### config.mk
export PLATFORM = sky130hd
export DESIGN_NAME = sha256_byte_stream_hasher_unit
export DESIGN_NICKNAME = d
export VERILOG_FILES = /design/src/hdl/sbh_pkg.sv /design/src/hdl/sbh_datapath.sv /design/src/hdl/sbh_ctrl.sv /design/src/hdl/sha256_byte_stream_hasher_unit.sv
export SDC_FILE = /design/constraint.sdc
export NUM_CORES = 2
export LEC_CHECK = 0
export BUFFER_PORTS_ARGS = -buffer_cell sky130_fd_sc_hd__buf_2
export CAP_MARGIN = 10
export CORE_AREA = 10 10 284 558
export DETAILED_ROUTE_END_ITERATION = 10
export DIE_AREA = 0 0 294 568
export PLACE_DENSITY = 0.68
export SLEW_MARGIN = 25
export SYNTH_ARGS = -nofsm -noshare
export SYNTH_HDL_FRONTEND = slang
export SYNTH_SLANG_ARGS = --single-unit
### constraint.sdc
create_clock -name clk -period 20.6 [get_ports clk]
set_input_delay 2.06 -clock clk [delete_from_list [all_inputs] [get_ports clk]]
set_output_delay 2.06 -clock clk [all_outputs]
set_load 0.05 [all_outputs]
### src/hdl/sbh_pkg.sv
// Shared types, constants and round-constant table for the SHA-256 byte hasher.
// No dependencies.
package sbh_pkg;

  localparam int BLOCK_BITS = 512;
  localparam int LEN_BITS   = 64;
  localparam logic [7:0] PAD_MARK = 8'h80;
  localparam logic [5:0] LEN_POS  = 6'd56;

  typedef logic [31:0] word_t;

  localparam word_t IV [8] = '{
    32'h6a09e667, 32'hbb67ae85, 32'h3c6ef372, 32'ha54ff53a,
    32'h510e527f, 32'h9b05688c, 32'h1f83d9ab, 32'h5be0cd19
  };

  typedef enum logic [1:0] {
    SEL_DATA = 2'd0,
    SEL_MARK = 2'd1,
    SEL_ZERO = 2'd2,
    SEL_LEN  = 2'd3
  } byte_sel_t;

  typedef struct packed {
    logic      shift_en;
    logic      count_len;
    byte_sel_t byte_sel;
    logic      start_comp;
    logic      round_en;
    logic      fold;
    logic      emit_next;
    logic      clear;
  } sbh_cmd_t;

  typedef struct packed {
    logic [5:0] count;
    logic       last_round;
    logic       last_emit;
  } sbh_stat_t;

  function automatic word_t round_k(input logic [5:0] i);
    word_t k;
    case (i)
      6'd0:  k = 32'h428a2f98;  6'd1:  k = 32'h71374491;
      6'd2:  k = 32'hb5c0fbcf;  6'd3:  k = 32'he9b5dba5;
      6'd4:  k = 32'h3956c25b;  6'd5:  k = 32'h59f111f1;
      6'd6:  k = 32'h923f82a4;  6'd7:  k = 32'hab1c5ed5;
      6'd8:  k = 32'hd807aa98;  6'd9:  k = 32'h12835b01;
      6'd10: k = 32'h243185be;  6'd11: k = 32'h550c7dc3;
      6'd12: k = 32'h72be5d74;  6'd13: k = 32'h80deb1fe;
      6'd14: k = 32'h9bdc06a7;  6'd15: k = 32'hc19bf174;
      6'd16: k = 32'he49b69c1;  6'd17: k = 32'hefbe4786;
      6'd18: k = 32'h0fc19dc6;  6'd19: k = 32'h240ca1cc;
      6'd20: k = 32'h2de92c6f;  6'd21: k = 32'h4a7484aa;
      6'd22: k = 32'h5cb0a9dc;  6'd23: k = 32'h76f988da;
      6'd24: k = 32'h983e5152;  6'd25: k = 32'ha831c66d;
      6'd26: k = 32'hb00327c8;  6'd27: k = 32'hbf597fc7;
      6'd28: k = 32'hc6e00bf3;  6'd29: k = 32'hd5a79147;
      6'd30: k = 32'h06ca6351;  6'd31: k = 32'h14292967;
      6'd32: k = 32'h27b70a85;  6'd33: k = 32'h2e1b2138;
      6'd34: k = 32'h4d2c6dfc;  6'd35: k = 32'h53380d13;
      6'd36: k = 32'h650a7354;  6'd37: k = 32'h766a0abb;
      6'd38: k = 32'h81c2c92e;  6'd39: k = 32'h92722c85;
      6'd40: k = 32'ha2bfe8a1;  6'd41: k = 32'ha81a664b;
      6'd42: k = 32'hc24b8b70;  6'd43: k = 32'hc76c51a3;
      6'd44: k = 32'hd192e819;  6'd45: k = 32'hd6990624;
      6'd46: k = 32'hf40e3585;  6'd47: k = 32'h106aa070;
      6'd48: k = 32'h19a4c116;  6'd49: k = 32'h1e376c08;
      6'd50: k = 32'h2748774c;  6'd51: k = 32'h34b0bcb5;
      6'd52: k = 32'h391c0cb3;  6'd53: k = 32'h4ed8aa4a;
      6'd54: k = 32'h5b9cca4f;  6'd55: k = 32'h682e6ff3;
      6'd56: k = 32'h748f82ee;  6'd57: k = 32'h78a5636f;
      6'd58: k = 32'h84c87814;  6'd59: k = 32'h8cc70208;
      6'd60: k = 32'h90befffa;  6'd61: k = 32'ha4506ceb;
      6'd62: k = 32'hbef9a3f7;  6'd63: k = 32'hc67178f2;
      default: k = '0;
    endcase
    return k;
  endfunction

  function automatic word_t ror(input word_t x, input int n);
    return (x >> n) | (x << (32 - n));
  endfunction

endpackage

### src/hdl/sbh_datapath.sv
// Datapath: 512-bit block/schedule shift register, bit length, chaining words,
// round registers and digest word select. Depends on sbh_pkg.
module sbh_datapath import sbh_pkg::*; (
  input  logic       clk,
  input  logic       rst,
  input  sbh_cmd_t   cmd,
  input  logic [7:0] data_byte,
  output sbh_stat_t  stat,
  output word_t      digest_word,
  output logic [2:0] word_index
);

  logic [BLOCK_BITS-1:0] blk;
  logic [5:0]            count;
  logic [LEN_BITS-1:0]   bitlen;
  word_t                 h [8];
  word_t                 v [8];
  logic [5:0]            round;
  logic [2:0]            idx;

  logic [7:0] in_byte;
  logic [7:0] len_byte;
  word_t      w0, w1, w9, w14, w_new;
  word_t      s0, s1, big0, big1, ch, maj, t1, t2;

  assign len_byte = bitlen[{~count[2:0], 3'b000} +: 8];

  always_comb begin
    case (cmd.byte_sel)
      SEL_DATA: in_byte = data_byte;
      SEL_MARK: in_byte = PAD_MARK;
      SEL_LEN:  in_byte = len_byte;
      default:  in_byte = 8'h00;
    endcase
  end

  assign w0  = blk[511:480];
  assign w1  = blk[479:448];
  assign w9  = blk[223:192];
  assign w14 = blk[63:32];
  assign s0  = ror(w1, 7) ^ ror(w1, 18) ^ (w1 >> 3);
  assign s1  = ror(w14, 17) ^ ror(w14, 19) ^ (w14 >> 10);
  assign w_new = s1 + w9 + s0 + w0;

  assign big1 = ror(v[4], 6) ^ ror(v[4], 11) ^ ror(v[4], 25);
  assign ch   = (v[4] & v[5]) ^ (~v[4] & v[6]);
  assign t1   = v[7] + big1 + ch + round_k(round) + w0;
  assign big0 = ror(v[0], 2) ^ ror(v[0], 13) ^ ror(v[0], 22);
  assign maj  = (v[0] & v[1]) ^ (v[0] & v[2]) ^ (v[1] & v[2]);
  assign t2   = big0 + maj;

  always_ff @(posedge clk) begin
    if (cmd.shift_en) begin
      blk <= {blk[BLOCK_BITS-9:0], in_byte};
    end else if (cmd.round_en) begin
      blk <= {blk[BLOCK_BITS-33:0], w_new};
    end
  end

  always_ff @(posedge clk) begin
    if (rst || cmd.clear) begin
      count  <= '0;
      bitlen <= '0;
      idx    <= '0;
      round  <= '0;
      for (int i = 0; i < 8; i++) h[i] <= IV[i];
    end else begin
      if (cmd.shift_en) count <= count + 6'd1;
      if (cmd.count_len) bitlen <= bitlen + 64'd8;
      if (cmd.start_comp) round <= '0;
      else if (cmd.round_en) round <= round + 6'd1;
      if (cmd.fold) begin
        for (int i = 0; i < 8; i++) h[i] <= h[i] + v[i];
      end
      if (cmd.emit_next) idx <= idx + 3'd1;
    end
  end

  always_ff @(posedge clk) begin
    if (cmd.start_comp) begin
      for (int i = 0; i < 8; i++) v[i] <= h[i];
    end else if (cmd.round_en) begin
      v[7] <= v[6]; v[6] <= v[5]; v[5] <= v[4];
      v[4] <= v[3] + t1;
      v[3] <= v[2]; v[2] <= v[1]; v[1] <= v[0];
      v[0] <= t1 + t2;
    end
  end

  assign stat.count      = count;
  assign stat.last_round = (round == 6'd63);
  assign stat.last_emit  = (idx == 3'd7);
  assign digest_word     = h[idx];
  assign word_index      = idx;

endmodule

### src/hdl/sbh_ctrl.sv
// Controller: sequences byte loading, padding, compression and digest output.
// Depends on sbh_pkg.
module sbh_ctrl import sbh_pkg::*; (
  input  logic      clk,
  input  logic      rst,
  input  logic      in_valid,
  input  logic      req_type,
  output logic      in_ready,
  output logic      out_valid,
  input  logic      out_ready,
  input  sbh_stat_t stat,
  output sbh_cmd_t  cmd
);

  typedef enum logic [4:0] {
    ST_LOAD = 5'b00001,
    ST_PAD  = 5'b00010,
    ST_COMP = 5'b00100,
    ST_FOLD = 5'b01000,
    ST_EMIT = 5'b10000
  } state_t;

  state_t state, state_next;
  logic   padding, padding_next;
  logic   first, first_next;
  logic   len_ok, len_ok_next;
  logic   in_beat, out_beat, full;

  assign in_ready  = (state == ST_LOAD);
  assign out_valid = (state == ST_EMIT);
  assign in_beat   = in_valid && in_ready;
  assign out_beat  = out_valid && out_ready;
  assign full      = (stat.count == 6'd63);

  always_comb begin
    state_next   = state;
    padding_next = padding;
    first_next   = first;
    len_ok_next  = len_ok;
    cmd          = '0;
    cmd.byte_sel = SEL_DATA;
    case (state)
      ST_LOAD: begin
        if (in_beat) begin
          if (req_type) begin
            state_next   = ST_PAD;
            padding_next = 1'b1;
            first_next   = 1'b1;
            len_ok_next  = (stat.count < LEN_POS);
          end else begin
            cmd.shift_en  = 1'b1;
            cmd.count_len = 1'b1;
            if (full) begin
              cmd.start_comp = 1'b1;
              state_next     = ST_COMP;
            end
          end
        end
      end
      ST_PAD: begin
        cmd.shift_en = 1'b1;
        first_next   = 1'b0;
        if (first) cmd.byte_sel = SEL_MARK;
        else if (len_ok && stat.count >= LEN_POS) cmd.byte_sel = SEL_LEN;
        else cmd.byte_sel = SEL_ZERO;
        if (full) begin
          cmd.start_comp = 1'b1;
          state_next     = ST_COMP;
        end
      end
      ST_COMP: begin
        cmd.round_en = 1'b1;
        if (stat.last_round) state_next = ST_FOLD;
      end
      ST_FOLD: begin
        cmd.fold = 1'b1;
        if (!padding) state_next = ST_LOAD;
        else if (len_ok) state_next = ST_EMIT;
        else begin
          len_ok_next = 1'b1;
          state_next  = ST_PAD;
        end
      end
      ST_EMIT: begin
        if (out_beat) begin
          if (stat.last_emit) begin
            cmd.clear    = 1'b1;
            padding_next = 1'b0;
            state_next   = ST_LOAD;
          end else begin
            cmd.emit_next = 1'b1;
          end
        end
      end
      default: state_next = ST_LOAD;
    endcase
  end

  always_ff @(posedge clk) begin
    if (rst) begin
      state   <= ST_LOAD;
      padding <= 1'b0;
      first   <= 1'b0;
      len_ok  <= 1'b0;
    end else begin
      state   <= state_next;
      padding <= padding_next;
      first   <= first_next;
      len_ok  <= len_ok_next;
    end
  end

`ifndef SYNTH
  a_onehot: assert property (@(posedge clk) disable iff (rst) $onehot(state))
    else $error("state not one-hot");
  a_excl: assert property (@(posedge clk) disable iff (rst) !(in_ready && out_valid))
    else $error("input and output open together");
  a_done: assert property (@(posedge clk) disable iff (rst)
    out_beat && stat.last_emit |=> in_ready && stat.count == 6'd0)
    else $error("not back to load after last digest word");
  a_comp: assert property (@(posedge clk) disable iff (rst)
    cmd.start_comp |=> state == ST_COMP)
    else $error("compression did not start");
`endif

endmodule

### src/hdl/sha256_byte_stream_hasher_unit.sv
// SHA-256 over a byte stream. One append beat per cycle is taken while the
// block is loading; the 64th byte of a block starts a compression that runs
// one round per cycle, so loading stalls for the compression (64 rounds and one
// chaining-word update). A finish beat pads one byte per cycle up to the end
// of the block (one or two blocks, each followed by its compression)
// and then offers the eight digest words, H0 first, one per accepted beat.
// After the last word the hasher is back in its initial state.
module sha256_byte_stream_hasher_unit import sbh_pkg::*; (
  input  logic        clk,
  input  logic        rst,
  input  logic        in_valid,
  output logic        in_ready,
  input  logic        req_type,
  input  logic [7:0]  data_byte,
  output logic        out_valid,
  input  logic        out_ready,
  output logic [31:0] digest_word,
  output logic [2:0]  word_index,
  output logic        last_word
);

  sbh_cmd_t  cmd;
  sbh_stat_t stat;

  sbh_ctrl u_ctrl (
    .clk       (clk),
    .rst       (rst),
    .in_valid  (in_valid),
    .req_type  (req_type),
    .in_ready  (in_ready),
    .out_valid (out_valid),
    .out_ready (out_ready),
    .stat      (stat),
    .cmd       (cmd)
  );

  sbh_datapath u_dp (
    .clk         (clk),
    .rst         (rst),
    .cmd         (cmd),
    .data_byte   (data_byte),
    .stat        (stat),
    .digest_word (digest_word),
    .word_index  (word_index)
  );

  assign last_word = stat.last_emit;

endmodule

### Yosys cells after proc, flatten, opt, wreduce, memory -nomap -nowiden

Memories as Yosys holds them, arrays and structs flattened. A register that Yosys moved wholly into a read port is not among the register bits.
Index checks and enable logic that the tools add are counted.

| storage, ports and cells | value |
|---|---|
| bits in registers | 599 |
| bits in writable memories | 512 |
| ROM bits | 2048 |
| bits of input ports | 13 |
| output and inout bits | 38 |
| word-level logic and storage cells | 180 |
| memories kept | 3 |

Memories:

| name | depth | bits a word | read ports | clocked after Yosys merged registers in | write ports | line | RTL |
|---|---|---|---|---|---|---|---|
| (name not given) | 64 | 32 | 1 | 1 | 0 | sbh_pkg.sv:43 | `case (i)` |
| u_dp.h | 8 | 32 | 9 | 1 | 8 | sbh_datapath.sv:16 | `word_t h [8];` |
| u_dp.v | 8 | 32 | 8 | 0 | 8 | sbh_datapath.sv:17 | `word_t v [8];` |

| operators by class | value |
|---|---|
| add/subtract/negate cells | 22 |
| magnitude comparators | 2 |
| equal/unequal tests | 16 |
| shifts and indexed selects | 1 |
| muxes and demuxes | 69 |
| bitwise gates (word level) | 44 |
| reduce and logical (&&, ||, !) cells | 14 |

Operators with widths:

| cell | count |
|---|---|
| 512-bit 2-to-1 mux | 2 |
| 32-bit adder | 18 |
| 32-bit 2-to-1 mux | 16 |
| 32-bit bitwise XOR | 9 |
| 32-bit AND | 5 |
| 64-bit by 4-bit adder with 64-bit output, second input constant | 1 |
| 64-bit by 7-bit indexed part select with 8-bit output | 1 |
| 5-bit 2-to-1 mux | 8 |
| 32-bit NOT | 1 |
| 10-bit by 32-bit bitwise OR with 32-bit output | 1 |
| 13-bit by 32-bit bitwise OR with 32-bit output | 1 |
| 14-bit by 32-bit bitwise OR with 32-bit output | 1 |
| 15-bit by 32-bit bitwise OR with 32-bit output | 1 |
| 19-bit by 32-bit bitwise OR with 32-bit output | 1 |
| 21-bit by 32-bit bitwise OR with 32-bit output | 1 |
| 25-bit by 32-bit bitwise OR with 32-bit output | 1 |
| 26-bit by 32-bit bitwise OR with 32-bit output | 1 |
| 30-bit by 32-bit bitwise OR with 32-bit output | 1 |
| 7-bit by 32-bit bitwise OR with 32-bit output | 1 |
| 32-bit by 22-bit bitwise XOR with 32-bit output | 1 |
| 32-bit by 29-bit bitwise XOR with 32-bit output | 1 |
| 1-bit 2-to-1 mux | 26 |
| 5-bit case mux with 5 select lines | 1 |
| 8-bit case mux with 3 select lines | 1 |
| other kinds (29) | 67 |

### Longest topological paths before layout

An unclocked memory read counts as a cell.

| logic depth | value |
|---|---|
| depth in word-level cells | 10 |
| depth in mapped cells | 34 |
| depth with buffers taken out | 33 |

### Hierarchy

A second synthesis with hierarchy kept.

| second synthesis, totals | value |
|---|---|
| cells, all modules | 7151 |
| area total of the unflattened synthesis | 76063.0 um2 |

By module, submodules not included:

| module | instances | cells an instance | area an instance (um2) | sequential area each (um2) |
|---|---|---|---|---|
| sbh_datapath | 1 | 7074 | 75459.9 | 32971.6 |
| sbh_ctrl | 1 | 77 | 603.1 | 160.2 |

### Worst setup path before layout

OpenSTA, ideal clock, no wires.

| path | value |
|---|---|
| kind | input-to-reg |
| start | input port in_valid |
| end | memory u_dp.v[0][0] in the netlist's numbering (enable) |
| setup time | 1228 ps |
| arrival | 20893 ps |
| data required time | 19372 ps |
| slack | -1521 ps |
| stages on the path | 5 |
| path buffers | 1 |
| path through | inv_1 nor4_4 nor2_1 clkbuf_1 o21ai_0 |

RTL lines:

| element | line | RTL |
|---|---|---|
| from (decl) | sha256_byte_stream_hasher_unit.sv:11 | `input logic in_valid,` |
| to (decl) | sbh_datapath.sv:17 |  |

==> impl_metrics.ini <==
[synth]
ys_warn_count = 0
netlist_area_mm2 = 0.0756
muxShareOfSynthArea = 0.0342
syn_area_per_cell_um2 = 9.42
synth_nets = 8628
synthAdderAreaFrac = 0.118
synth_top_area_share = 0.407
async_reset_ff_frac = 0
synthSimpleGateAreaFrac = 0.178
ys_ff_latch = 1143
synth_cells = 8026
synth_top_family_by_area = simple AND/OR/NAND/NOR gates
ys.flop_type = edfxtp_1
yosys-top-cells-area = edfxtp_1 (41%), nand2_1 (12%), ha_1 (6.5%), fa_1 (5.2%), xnor2_1 (4.4%)
synth_edf_count = 1024
synth_xor_area_frac = 0.0730
synth_compound_area_frac = 0.117
synth_top_area_cell = edfxtp_1
yosysUniqueCellTypes = 94
yosysSeqAreaShare = 0.438

[worst_setup_path]
path_buf_inv = 3
slowest_delay_ns = 0.90
slowest_stage = xnor2_1
worst-setup-path-type = flop to flop
critPathTopFamily = compound AO/OA/AOI/OAI gates
crit_path_end_kind = flop
start_kind = flop
arrival_ns = 9.12
critPathMaxFanout = 6
worst_path_most_repeated_cell = xnor2_1
required_ns = 21.11

[sta]
clock.fmax_ghz = 0.116
slew_headroom = 0.229
hold_slack_ns = 0.483
finalClockSkew_ns = 0.0566
fin_ws_ns = 11.98
setup_viol = 0
finalHoldViolCount = 0
rsz0062_at_grt = no
period_needed_ns = 8.62
period_share = 0.418
setup_tns_ns = 0
maxSlewViolCount = 0
worst_slew_pin_slew_ns = 1.14

[grt]
grtUsageMet2 = 0.575
grt_use_total = 0.324
overflow = 0
grt_pass1_wl_um = 398000
use_met1 = 0.301
use_met3 = 0.0542
antenna_found_initial = 19
gr-max-usage-layer = met2
grt_pass1_vias = 61500
grt_max_degree = 223

[floorplan]
die_w_um = 294
die_area_mm2 = 0.167
rows = 201
start_util = 0.505
coreArea_mm2 = 0.150
die-height_um = 568
ios = 51

[run_status]
status = finished clean

[clocking]
insertion_delay_ns = 0.78
path_clk_slew_ns = 0.08
ctsResizeCount = 0
cts.path.max_buffers = 3
cts_tree = built
cts_setup_buffers = 0
postCtsHoldBufs = 0
cts_buffers = 106
clock-sinks = 1143
htree_levels = 3
cts-root-buf = clkbuf_16

[min_path]
worstHoldPathType = flop to flop

[finish]
fin_cells = 9879
num-fill-cells = 13300
final_net_count = 8458
utilization = 0.543
syn_to_final_growth_pct = 7.50
finish.instance_area_mm2 = 0.0813
drive_above_1_share = 0.0628

[placement]
dp_slack_ns = 12.34
place.gp.congestion = 1.04
placed_area_mm2 = 0.0775
hpwl_um = 206000
port_buffers = 50
place_inst = 9673

[drt]
wirelength_um = 273000
first_iter_violations = 5799
dr_total_vias = 60300
drt_first_pass_iters = 6
viasPerCell = 6.10
antenna_left = 0
drc = 0
wl_per_cell_um = 27.7

[power_and_ir_drop]
power.internal_mw = 4.92
totalPowerFinal_mw = 7.71
power_switching_mw = 2.79
swShare = 0.361
p_clk_frac = 0.277
seqPwrFrac = 0.392
pwr_density_cell_mw_per_mm2 = 94.9
pwr-share-comb = 0.331
p_leak_nw = 33.7
irDropWorstVdd_v = 0.0000960

[job]
cap_violations = 0
## worst paths after layout
kind                          startpoint                           to  slack (ns)  depth (start not counted)
max             u_dp.v[0][156]$_DFFE_PP_      u_dp.v[0][31]$_DFFE_PP_       11.98                         30
min          u_ctrl.padding$_SDFFE_PP0P_  u_ctrl.padding$_SDFFE_PP0P_        0.48                          2
max reg2reg     u_dp.v[0][156]$_DFFE_PP_      u_dp.v[0][31]$_DFFE_PP_       11.98                         30
min reg2reg  u_ctrl.padding$_SDFFE_PP0P_  u_ctrl.padding$_SDFFE_PP0P_        0.48                          2
## cell families after synthesis
logic type / after synthesis
AOI/OAI and AO/OA: 1413
xor gates and xnor gates: 627
adders and majority gates: 601
DFF: 1143
and+or+nand+nor: 3274
muxes: 157
buffers and inverters: 811
## area by class of cell
| cell class | instances | area [µm²] | share of cell area |
|---|---|---|---|
| multi-input combinational | 6072 | 39600 | 0.487 |
| sequential | 1143 | 33100 | 0.408 |
| clock buffer | 131 | 2790 | 0.0343 |
| tap | 1928 | 2410 | 0.0297 |
| inverter | 387 | 1450 | 0.0179 |
| timing repair buffer | 146 | 1070 | 0.0132 |
| clock inverter | 67 | 823 | 0.0101 |
| antenna | 5 | 12.5 | 0.000154 |
## power groups by stage
stage,registers [mW],clock network (mW),logic (mW)
2_1_floorplan,3.02,0,1.76
3_3_place_gp,3.06,0,2.45
3_5_place_dp,3.06,0,2.48
4_1_cts,3.02,2.15,2.50
5_1_grt,3.03,2.23,2.76
6_report,3.02,2.14,2.55
## metal layers
layer	share of wire	routed length [µm]
met3	0.057	15600
met4	0.13	35700
met5	0.00034	94
met1	0.31	83700
met2	0.51	138000
## registers in the layout, summed over array words and instances, names as in the netlist, named ones only
| name | count |
|---|---|
| u_ctrl.first | 1 |
| u_ctrl.len_ok | 1 |
| u_ctrl.padding | 1 |
| u_ctrl.state | 5 |
| u_dp.bitlen | 61 |
| u_dp.blk | 512 |
| u_dp.count | 6 |
| u_dp.h | 256 |
| u_dp.round | 6 |
| u_dp.v | 256 |
| u_dp.word_index | 3 |
## synthesized netlist by cell type, types with 11 or more instances
cell type  instances
o22ai_1           17
and2_1            22
nand2b_1          78
fa_1             195
buf_1             18
o31ai_1           19
or3_1             32
and4_1            11
nor3_1            70
mux2_2            42
xor2_1           247
or2_2             11
nor3b_1           16
a211o_1           13
dfxtp_1          119
nand4_1           47
o311ai_0          13
edfxtp_1        1024
clkbuf_1         384
o211ai_1          27
maj3_1            12
ha_1             394
a21o_1           205
nor2b_1           49
a2111oi_0         12
a21oi_1          390
and3_1            37
o21ai_0          379
nor2_1           359
o21ai_1           23
a211oi_1          47
o21a_1            52
mux2i_1           38
inv_1            383
o21bai_1          38
nand3_1           90
nand2_1         2415
buf_2             21
mux4_2            77
a31oi_1           44
xnor2_1          377
## cells in the final DEF (no fill, tap or decap), types with 38 or more instances in the layout
master,n
mux4_2,77
buf_2,50
mux2i_1,38
xor2_1,246
nand4_1,47
inv_1,383
dfxtp_1,116
a211oi_1,45
a21o_1,205
xnor2_1,374
nand2_1,2412
o21a_1,52
a21oi_1,390
clkbuf_16,106
nand3_1,89
ha_1,394
mux2_2,42
buf_4,82
a31oi_1,42
fa_1,195
nand2b_1,78
o21bai_1,38
nor2_1,356
o21ai_0,374
edfxtp_1,1024
nor2b_1,49
nor3_1,70
## worst register-to-register path, delay by kind of cell, from the launching register on
family	cells	cell delay (ns)
xor+xnor	5	1.68
compound gates	14	3.45
flops	1	0.64
simple gates	3	0.35
fa+ha+maj	5	2.08
buf+inv	3	0.18
Note: power is estimated with default switching activity, not from simulation.
